## config.mk

```make
export PLATFORM = sky130hd
export DESIGN_NAME = slmh_ctrl
export DESIGN_NICKNAME = d
export VERILOG_FILES = /design/src/rtl/core/slmh_pkg.sv /design/src/rtl/core/slmh_ctrl.sv
export SDC_FILE = /design/constraint.sdc
export NUM_CORES = 1
export LEC_CHECK = 0
export ABC_CLOCK_PERIOD_IN_PS = 2700
export BUFFER_PORTS_ARGS = -buffer_cell sky130_fd_sc_hd__clkbuf_2
export CAP_MARGIN = 20
export CORE_AREA = 2 2 39 41
export DETAILED_ROUTE_END_ITERATION = 7
export DIE_AREA = 0 0 41 43
export PLACE_DENSITY = 0.56
export SKIP_LAST_GASP = 1
export SLEW_MARGIN = 25
export SYNTH_ARGS = -nofsm -noshare
export SYNTH_HDL_FRONTEND = slang
export SYNTH_SLANG_ARGS = --single-unit
```

## constraint.sdc

```tcl
create_clock -name clk -period 2.7 [get_ports clk]
set_clock_uncertainty 0.15 [all_clocks]
set_input_delay 0.27 -clock clk [delete_from_list [all_inputs] [get_ports clk]]
set_output_delay 0.27 -clock clk [all_outputs]
set_load 0.05 [all_outputs]
```

## src/rtl/core/slmh_pkg.sv

```systemverilog
`timescale 1ns / 1ps
package slmh_pkg;

	// Lattice geometry
	localparam int DIMENSIONS = 2;
	localparam int SIDE_LOG2  = 6;
	localparam int VOL_BITS   = DIMENSIONS * SIDE_LOG2;
	localparam int VOLUME     = 1 << VOL_BITS;
	localparam int SIDE_MASK  = (1 << SIDE_LOG2) - 1;

	// Field widths
	localparam int SITE_W     = 12;
	localparam int RND_W      = 32;
	localparam int WEIGHT_W   = 33;
	localparam int SUM_W      = 4;

	// Configuration space
	localparam int CFG_IDX_W    = 3;
	localparam int CFG_DATA_W   = WEIGHT_W;
	localparam int WEIGHT_COUNT = 7;
	localparam logic [CFG_IDX_W-1:0] REG_MODE    = 3'd0;
	localparam logic [CFG_IDX_W-1:0] REG_WEIGHT0 = 3'd1;

	localparam logic MODE_METROPOLIS = 1'b0;
	localparam logic MODE_HEATBATH   = 1'b1;

	// Read sequence: 2*DIM neighbours, then the site itself
	localparam int RD_W = $clog2(2 * DIMENSIONS + 1);
	localparam logic [RD_W-1:0] RD_LAST = RD_W'(2 * DIMENSIONS);

	typedef logic signed [SUM_W-1:0] sum_t;
	localparam sum_t DIM_S = SUM_W'(DIMENSIONS);

	typedef enum logic [1:0] {
		S_CLEAR,
		S_IDLE,
		S_READ,
		S_DECIDE
	} state_t;

	typedef struct packed {
		logic            clr_wr;
		logic            load;
		logic            rd_issue;
		logic [RD_W-1:0] rd_sel;
		logic            commit;
	} cmd_t;

	typedef struct packed {
		logic clr_last;
		logic out_busy;
	} status_t;

	function automatic logic [VOL_BITS-1:0] slmh_site_idx(logic [SITE_W-1:0] s);
		logic [31:0] ext;
		ext = 32'(s);
		return ext[VOL_BITS-1:0];
	endfunction

	// Even sel: coordinate sel/2 plus one; odd sel: minus one. Wraps on the side.
	function automatic logic [VOL_BITS-1:0] slmh_neighbour(logic [VOL_BITS-1:0] idx,
			logic [RD_W-1:0] sel);
		int unsigned          sh;
		logic [SIDE_LOG2-1:0] c;
		logic [SIDE_LOG2-1:0] nc;
		sh = int'(sel >> 1) * SIDE_LOG2;
		c  = SIDE_LOG2'(idx >> sh);
		nc = sel[0] ? c - 1'b1 : c + 1'b1;
		return (idx & ~(VOL_BITS'(SIDE_MASK) << sh)) | (VOL_BITS'(nc) << sh);
	endfunction

endpackage

```

## src/rtl/core/slmh_ctrl.sv

```systemverilog
`timescale 1ns / 1ps
module slmh_ctrl (
	input  logic              clk,
	input  logic              arst_n,
	input  logic              in_valid,
	output logic              in_ready,
	input  slmh_pkg::status_t st,
	output slmh_pkg::cmd_t    cmd
);
	import slmh_pkg::*;

	state_t          state_q, state_d;
	logic [RD_W-1:0] rd_cnt_q, rd_cnt_d;

	always_ff @(posedge clk or negedge arst_n) begin
		if (!arst_n) begin
			state_q  <= S_CLEAR;
			rd_cnt_q <= '0;
		end else begin
			state_q  <= state_d;
			rd_cnt_q <= rd_cnt_d;
		end
	end

	always_comb begin
		state_d      = state_q;
		rd_cnt_d     = rd_cnt_q;
		in_ready     = 1'b0;
		cmd          = '0;
		cmd.rd_sel   = rd_cnt_q;
		case (state_q)
			S_CLEAR: begin
				cmd.clr_wr = 1'b1;
				if (st.clr_last) begin
					state_d = S_IDLE;
				end
			end
			S_IDLE: begin
				in_ready = 1'b1;
				if (in_valid) begin
					cmd.load = 1'b1;
					rd_cnt_d = '0;
					state_d  = S_READ;
				end
			end
			S_READ: begin
				cmd.rd_issue = 1'b1;
				if (rd_cnt_q == RD_LAST) begin
					state_d = S_DECIDE;
				end else begin
					rd_cnt_d = rd_cnt_q + 1'b1;
				end
			end
			S_DECIDE: begin
				if (!st.out_busy) begin
					cmd.commit = 1'b1;
					state_d    = S_IDLE;
				end
			end
			default: begin
				state_d = S_CLEAR;
			end
		endcase
	end

	a_sel_range: assert property (@(posedge clk) disable iff (!arst_n)
		cmd.rd_issue |-> (cmd.rd_sel <= RD_LAST))
		else $error("read select beyond site slot");
	a_commit_after_read: assert property (@(posedge clk) disable iff (!arst_n)
		cmd.commit |-> (state_q == S_DECIDE) && !st.out_busy)
		else $error("commit outside decide or into busy output");
	a_load_starts_read: assert property (@(posedge clk) disable iff (!arst_n)
		cmd.load |=> cmd.rd_issue && (cmd.rd_sel == '0))
		else $error("read sequence did not start after load");

endmodule

```

==> key figures, run 1 <==
Timing
  – Setup violators final: 0
  – Final hold vios: 0
  – Max frequency: 547 MHz
  – Min Tclk post-route: 1.83 ns
  – Worst slew margin: 74.1%
  – Period utilization: 67.7%
  – Setup TNS: 0 ns
  – Slew @ Worst Pin: 0.384 ns
  – RSZ-0062 raised after global routing: false
  – Final count of pins violating max slew: 0

Floorplanning
  – Starting Density: 28.2%
  – Ports: 13
  – Core Region: 0.00138 mm²
  – Die H: 43 µm
  – Die X: 41 µm
  – DIE AREA: 0.00176 mm²
  – # rows: 14

Global route
  – Initial antenna violation count: 0
  – Remaining Overflow, GRT: 0
  – Vias in the first global route: 336
  – Wire length of the first global-routing pass: 1340 µm
  – Gr usage total: 11.3%
  – Largest net degree at the start of global routing: 8

Critical path
  – Crit-path max FO: 5
  – Buf+Inv Stages, Crit Path: 2
  – CP Data Arrival Time: 1.41 ns
  – CP endpoint kind: primary output
  – Startpoint types: flop
  – CP required: 2.28 ns
  – CP delay by family, top: flip-flops
  – Critical Path, Cell by Cell: inv_1 -> ha_1 -> and2_1 -> clkbuf_2
  – Highest-delay cell along the critical path: dfrtp_1
  – Setup CP Type: reg -> out
  – CP max stage delay: 0.40 ns

Synthesis
  – Cells after Synth: 41
  – Top cell type's share of synthesized area: 32.1%
  – Synth Cell Area: 390 µm²
  – Synth async-reset ratio: 100%
  – Flops & latches, synth: 5
  – Number of enable-type register cells in the synthesized netlist: 0
  – Synth area leaders: dfrtp_1, ha_1, nand2_1
  – Yosys warnings: 0
  – Synth cell types: 19
  – Sequential area share after synthesis: 32.1%
  – Synth area leader: dfrtp_1
  – Top FF cell, synth: dfrtp_1
  – Syn_area_per_cell: 9.52 µm²
  – Syn_nets: 52

Clock tree
  – Worst-path clk slew: 0.04 ns
  – CTS tree: done
  – CTS sink count: 5
  – CTS Buf Count: 3
  – H-tree Lvls: 1
  – CTS Root Cell: clkbuf_4
  – Worst skew pair latency: 0.23 ns
  – Clk buf depth: 2
  – CTS resizes: 0

Final layout
  – Fraction of layout cells with a size suffix above 1: 31.0%
  – Final nets: 70
  – Filler cells: 138
  – Antenna Cells: 0
  – Commonest non-fill, non-tap cell in the layout: clkbuf_2
  – Area growth from synthesis to layout: 29.8%
  – Commonest non-fill, non-tap cells in the layout: clkbuf_2, nand2_1, ha_1, inv_1, dfrtp_1

Route
  – Total Wirelength: 772 µm
  – WL per Instance: 10.4 µm
  – Post-route ant nets: 0
  – Vias post-DR: 354
  – First-pass detailed-route iteration total: 4
  – Initial DRC Count: 6
  – DR vias/cell: 4.78
  – Drc violations: 0

Place
  – Number of I/O port buffers: 12
  – HPWL after DPL: 662 µm
  – Routability Congestion: 0.696

Status
  – Status: completed

Worst hold path
  – Worst Hold Class: in -> async

Run
  – Max Cap Viol: 0
-- cells by family after synthesis --
group | count (synthesis) | share of synthesized area (%)
mux | 2 | 5.45
simple gates | 17 | 25.0
compound gates | 6 | 13.5
flops | 5 | 32.1
buf+inv | 5 | 4.81
fa+ha+maj | 6 | 19.2
-- Yosys cell counts (all sizes together) (2+ instances only) --
master / number
nand2: 6
dfrtp: 5
nand2b: 2
o311ai: 2
ha: 6
nand4: 3
inv: 5
-- state kept, by name (all words and copies together) (netlist names) --
register	flops
rd_cnt_q	3
state_q	2
-- cell type report --
| type | count | area (µm²) | area share [%] |
|---|---|---|---|
| inverter | 5 | 18.8 | 3.70 |
| timing repair buffer | 13 | 70.1 | 13.8 |
| multi-input combinational | 31 | 246 | 48.6 |
| sequential | 5 | 125 | 24.7 |
| tap | 16 | 20.0 | 3.95 |
| clock buffer | 4 | 26.3 | 5.19 |
-- metal layers --
metal,track usage (%),part of all wire [%],up-vias
met1,12.7,42,169
met3,3.14,3.2,0
li1,-,-,178
met5,0,0,-
met2,17.2,55,7
met4,8.00,0,0
-- final timing paths --
kind                       startpoint          to  slack (ns)  depth (start not counted)
setup / recovery           state_q[1]      cmd[5]        0.87                          4
hold / removal                 arst_n  state_q[1]        0.23                          2
setup reg to reg           state_q[0]  state_q[1]        0.99                          5
hold reg to reg            state_q[1]  state_q[1]        0.42                          1
max in group asynchronous      arst_n  state_q[0]        2.04                          2
min in group clk                st[0]  state_q[0]        0.29                          4
-- timing repair --
item	CTS	global route
buffers inserted	0	0
hold buffers	1	0
endpoints found under the hold margin	5	0
-- stage by stage --
stage	cell area [µm²]	setup WS, ns	hold slack [ns]	cells	util, %
after global placement	470	1.03	-0.0600	69	34.0
after CTS	507	0.856	0.227	74	36.6
after detailed placement	470	0.990	-0.0575	69	34.0
final	507	0.871	0.231	74	36.6
after floorplan	390	0.717	-0.176	41	-
after global routing	507	0.775	0.224	74	36.6
Power of run 1 is left out: the tool's default activity adds up to more than one toggle a clock period on the data nets, which glitch-free logic cannot reach.
==> run 2, diff against run 1 <==
--- a/config.mk
+++ b/config.mk
@@ -5,7 +5,7 @@
 export SDC_FILE = /design/constraint.sdc
 export NUM_CORES = 1
 export LEC_CHECK = 0
-export ABC_CLOCK_PERIOD_IN_PS = 2700
+export ABC_CLOCK_PERIOD_IN_PS = 1870
 export BUFFER_PORTS_ARGS = -buffer_cell sky130_fd_sc_hd__clkbuf_2
 export CAP_MARGIN = 20
 export CORE_AREA = 2 2 39 41
==> constraint.sdc (replaced) <==
create_clock -name clk -period 1.87 [get_ports clk]
set_clock_uncertainty 0.15 [all_clocks]
set_input_delay 0.187 -clock clk [delete_from_list [all_inputs] [get_ports clk]]
set_output_delay 0.187 -clock clk [all_outputs]
set_load 0.05 [all_outputs]
==> run 2 against run 1 <==
Net effect:
- flip-flop and latch count unchanged
- hold slack got worse by 0.083 ns
- first-iteration DRC count did not move
- final area grew 3.0%
- wire length fell by 8.4%
==> key figures, run 2 (synthesis gave the netlist of run 1 again) <==
Global route
  – Initial antenna violation count: 0
  – Vias in the first global route: 324
  – Largest net degree at the start of global routing: 8
  – Gr usage total: 11.1%
  – Remaining Overflow, GRT: 0
  – Wire length of the first global-routing pass: 1260 µm

Timing
  – Min Tclk post-route: 1.70 ns
  – Max frequency: 589 MHz
  – RSZ-0062 raised after global routing: false
  – Final count of pins violating max slew: 0
  – Slew @ Worst Pin: 0.353 ns
  – Setup violators final: 0
  – Setup TNS: 0 ns
  – Worst slew margin: 76.2%
  – Final hold vios: 0
  – Period utilization: 90.8%

Clock tree
  – Worst skew pair latency: 0.23 ns
  – H-tree Lvls: 1
  – CTS sink count: 5
  – CTS resizes: 0
  – Post-cts hold buffer count: 1
  – Post-CTS Setup Bufs: 0
  – CTS Buf Count: 3
  – Worst-path clk slew: 0.04 ns
  – CTS Root Cell: clkbuf_4
  – Clk buf depth: 2
  – CTS tree: done

Critical path
  – CP endpoint kind: primary output
  – CP required: 1.53 ns
  – Crit-path max FO: 5
  – Setup CP Type: reg -> out
  – R2r worst-path depth: 5
  – CP Launch Point: state_q[1]
  – Reg2Reg Launch Point: state_q[0]
  – CP Data Arrival Time: 1.36 ns
  – Startpoint types: flop

Place
  – Routability Congestion: 0.646
  – Number of I/O port buffers: 12

Final layout
  – Largest register FFs: 3
  – Filler cells: 143
  – Final nets: 71
  – Reg with most FFs: rd_cnt_q
  – Commonest non-fill, non-tap cell in the layout: clkbuf_2
  – Fraction of layout cells with a size suffix above 1: 37.3%
  – Area growth from synthesis to layout: 33.7%
  – Commonest non-fill, non-tap cells in the layout: clkbuf_2, nand2_1, inv_1, dfrtp_1
  – Antenna Cells: 0
  – Top flop regs: rd_cnt_q: 3 flops, state_q: 2 flops

Floorplanning
  – Starting Density: 28.2%
  – Die H: 43 µm
  – Ports: 13
  – # rows: 14
  – Die X: 41 µm
  – DIE AREA: 0.00176 mm²
  – Core Region: 0.00138 mm²

Route
  – Initial DRC Count: 6
  – First-pass detailed-route iteration total: 5
  – DR vias/cell: 4.53
  – Post-route ant nets: 0
  – Vias post-DR: 340
  – Total Wirelength: 707 µm
  – Drc violations: 0
  – WL per Instance: 9.43 µm

Run
  – Max Cap Viol: 0

Status
  – Status: completed

Worst hold path
  – Worst Hold Class: in -> async
## run 2: path summary, 6_finish.rpt
kind	to	slack [ns]
worst max-delay path	cmd[5]	0.17
worst min-delay path	rd_cnt_q[1]	0.15
worst max register to register	state_q[1]	0.20
worst min register to register	state_q[1]	0.41
max in group asynchronous	state_q[0]	1.29
min in group clk	state_q[0]	0.19
## run 2: layout make-up
class	instances	area, µm²	area share [%]
clock buffer	4	26.3	5.04
multi-input combinational	31	254	48.7
tap	16	20.0	3.84
timing repair buffer	14	77.6	14.9
inverter	5	18.8	3.60
sequential	5	125	24.0
## run 2: routing by layer
metal,routed length (µm),up-vias,share of wire (%),GRT usage (%)
met5,0,-,0,0
li1,-,180,-,-
met2,395,3,56,17.5
met4,9,0,1.3,10.0
met3,21,2,3.0,1.57
met1,281,155,40,11.8
## run 2: per-stage QoR
| step | area, µm² | worst slack (ns) | std cells | hold WS [ns] | util (%) |
|---|---|---|---|---|---|
| floorplan | 398 | 0.0179 | 41 | -0.259 | - |
| global placement | 485 | 0.218 | 70 | -0.142 | 35.1 |
| detailed placement | 485 | 0.188 | 70 | -0.141 | 35.1 |
| CTS | 522 | 0.136 | 75 | 0.142 | 37.7 |
| global route | 522 | 0.0842 | 75 | 0.157 | 37.7 |
| finish | 522 | 0.172 | 75 | 0.148 | 37.7 |
## run 2: worst max-delay path, stage by stage, from the launching register on
cell	delay, ns
dfrtp_1	0.40
inv_1	0.10
ha_2	0.23
and2_1	0.13
clkbuf_2	0.26
Power of run 2 is left out for the same reason.
==> run 3, diff against run 2 <==
--- a/config.mk
+++ b/config.mk
@@ -9,6 +9,7 @@
 export BUFFER_PORTS_ARGS = -buffer_cell sky130_fd_sc_hd__clkbuf_2
 export CAP_MARGIN = 20
 export CORE_AREA = 2 2 39 41
+export CTS_CLUSTER_DIAMETER = 50
 export DETAILED_ROUTE_END_ITERATION = 7
 export DIE_AREA = 0 0 41 43
 export PLACE_DENSITY = 0.56
==> constraint.sdc (replaced) <==
create_clock -name clk -period 1.87 [get_ports clk]
set_clock_uncertainty 0.15 [all_clocks]
set_input_delay 0.561 -clock clk [delete_from_list [all_inputs] [get_ports clk]]
set_output_delay 0.561 -clock clk [all_outputs]
set_load 0.05 [all_outputs]
==> run 3 against run 2 <==
Net effect:
- wire length increased by 23%
- hold slack improved by 0.28 ns
- register-to-register slack about the same
- fmax decreased by 8.7%
- core utilization increased by 6.7 points
- sequential share of layout area decreased by 3.4 points
- flip-flop and latch count unchanged
- critical path depth decreased by 1
- count of clock-buffer cells in the layout unchanged
- worst setup slack got worse by 0.16 ns
- first-iteration DRC count decreased by 67%
- final cell count increased by 4.0%
==> key figures, run 3 (synthesis gave the netlist of run 1 again) <==
Status
  – Status: completed

Final layout
  – Register cell area after layout: 126 µm²
  – Multi-input logic area: 284 µm²
  – Antenna Cells: 0
  – Final nets: 74
  – Area growth from synthesis to layout: 57.4%
  – Commonest non-fill, non-tap cell in the layout: clkbuf_2
  – Non-Filler Instances: 78
  – Commonest non-fill, non-tap cells in the layout: clkbuf_2, nand2_1, buf_4, dfrtp_1
  – Filler cells: 144
  – Reg with most FFs: rd_cnt_q
  – Fraction of layout cells with a size suffix above 1: 48.4%
  – Top flop regs: rd_cnt_q: 3 flops, state_q: 2 flops
  – Largest register FFs: 3

Clock tree
  – CTS sink count: 5
  – CTS Buf Count: 3
  – Worst-path clk slew: 0.04 ns
  – Worst skew pair latency: 0.23 ns
  – H-tree Lvls: 1
  – CTS Root Cell: clkbuf_4
  – Clk buf depth: 2
  – CTS tree: done

Global route
  – Initial antenna violation count: 0
  – Gr usage total: 12.4%
  – Largest net degree at the start of global routing: 8
  – Wire length of the first global-routing pass: 1460 µm
  – Remaining Overflow, GRT: 0
  – Vias in the first global route: 389

Timing
  – Worst hold slack: 0.425 ns
  – Final hold vios: 0
  – Period utilization: 99.5%
  – Slew @ Worst Pin: 0.344 ns
  – Min Tclk post-route: 1.86 ns
  – Setup TNS: 0 ns
  – Max frequency: 538 MHz
  – Final count of pins violating max slew: 0
  – Worst slew margin: 76.8%
  – RSZ-0062 raised after global routing: true
  – Setup violators final: 0

Critical path
  – Setup CP Type: reg -> out
  – Highest-delay cell along the critical path: dfrtp_2
  – FF-to-FF setup slack: 0.19 ns
  – Critical Path, Cell by Cell: ha_2 -> nor2b_4 -> clkbuf_8
  – CP endpoint kind: primary output
  – Buf+Inv Stages, Crit Path: 1
  – Reg2Reg Launch Point: state_q[0]
  – CP Data Arrival Time: 1.15 ns
  – CP max stage delay: 0.43 ns
  – CP required: 1.16 ns
  – CP delay by family, top: flip-flops
  – CP Launch Point: state_q[0]
  – Crit-path max FO: 3
  – Startpoint types: flop

Place
  – HPWL after DPL: 631 µm
  – Routability Congestion: 0.690
  – Placed Instances: 70
  – Number of I/O port buffers: 12

Route
  – Vias post-DR: 377
  – Total Wirelength: 870 µm
  – WL per Instance: 11.2 µm
  – First-pass detailed-route iteration total: 4
  – DR vias/cell: 4.83
  – Initial DRC Count: 2
  – Post-route ant nets: 0
  – Drc violations: 0

Power and ir drop
  – Peak supply drop: 0.000581 V
  – Leak Pwr: 0.000295 µW
  – Cell Pwr Density: 1910 mW/mm²

Worst hold path
  – Hold Crit Start: state_q[1]
  – Worst Hold Class: reg -> reg

Floorplanning
  – DIE AREA: 0.00176 mm²
  – Die H: 43 µm
  – # rows: 14
  – Die X: 41 µm
  – Starting Density: 28.2%
  – Core Region: 0.00138 mm²
  – Ports: 13

Run
  – Max Cap Viol: 0
## run 3: worst paths after layout
kind / endpoint / cells after the start
min: state_q[1] / 1
min in group asynchronous: rd_cnt_q[1] / 2
max reg2reg: state_q[1] / 5
min reg2reg: state_q[1] / 1
max: cmd[0] / 3
max in group asynchronous: state_q[0] / 2
## run 3: where the power goes
part | switching [µW] | internal, µW | total, µW
combinational | 485 | 344 | 829
clock | 37.8 | 80.2 | 118
sequential | 64.7 | 159 | 224
total | 587 | 583 | 1170
## run 3: metal layers
layer  global-route usage, %  up-vias  part of all wire [%]
met3                    1.57        2                   4.0
met1                    13.1      178                    37
li1                        -      186                     -
met2                    20.3       11                    58
met4                    10.0        0                   1.0
met5                       0        -                     0
## run 3: final cells by class
cell class / count / area share (%)
clock buffers: 4 / 4.28
inverters: 5 / 3.05
multi-input cells: 31 / 46.2
flip-flops and latches: 5 / 20.6
well taps: 16 / 3.26
repair buffers: 17 / 22.6
## run 3: timing repair
| action | 4_1_cts | 5_1_grt |
|---|---|---|
| hold endpoints to repair | 5 | 0 |
| gates resized for setup | 15 | 5 |
| setup endpoints to repair | 5 | 5 |
| pin swaps | 1 | 3 |
| setup buffers | 2 | 1 |
| hold buffers | 1 | 0 |
## run 3: per-stage QoR
step	cell area (µm²)	worst slack, ns	total power, µW	util (%)
5_1_grt	614	-0.0483	1260	44.4
6_report	614	0.00970	1170	44.4
3_5_place_dp	487	0.0848	880	35.2
4_1_cts	602	-0.0389	1140	43.5
2_1_floorplan	399	-0.0536	741	-
3_3_place_gp	487	0.0905	878	35.2
No activity file was read; power rests on OpenSTA's default activity.
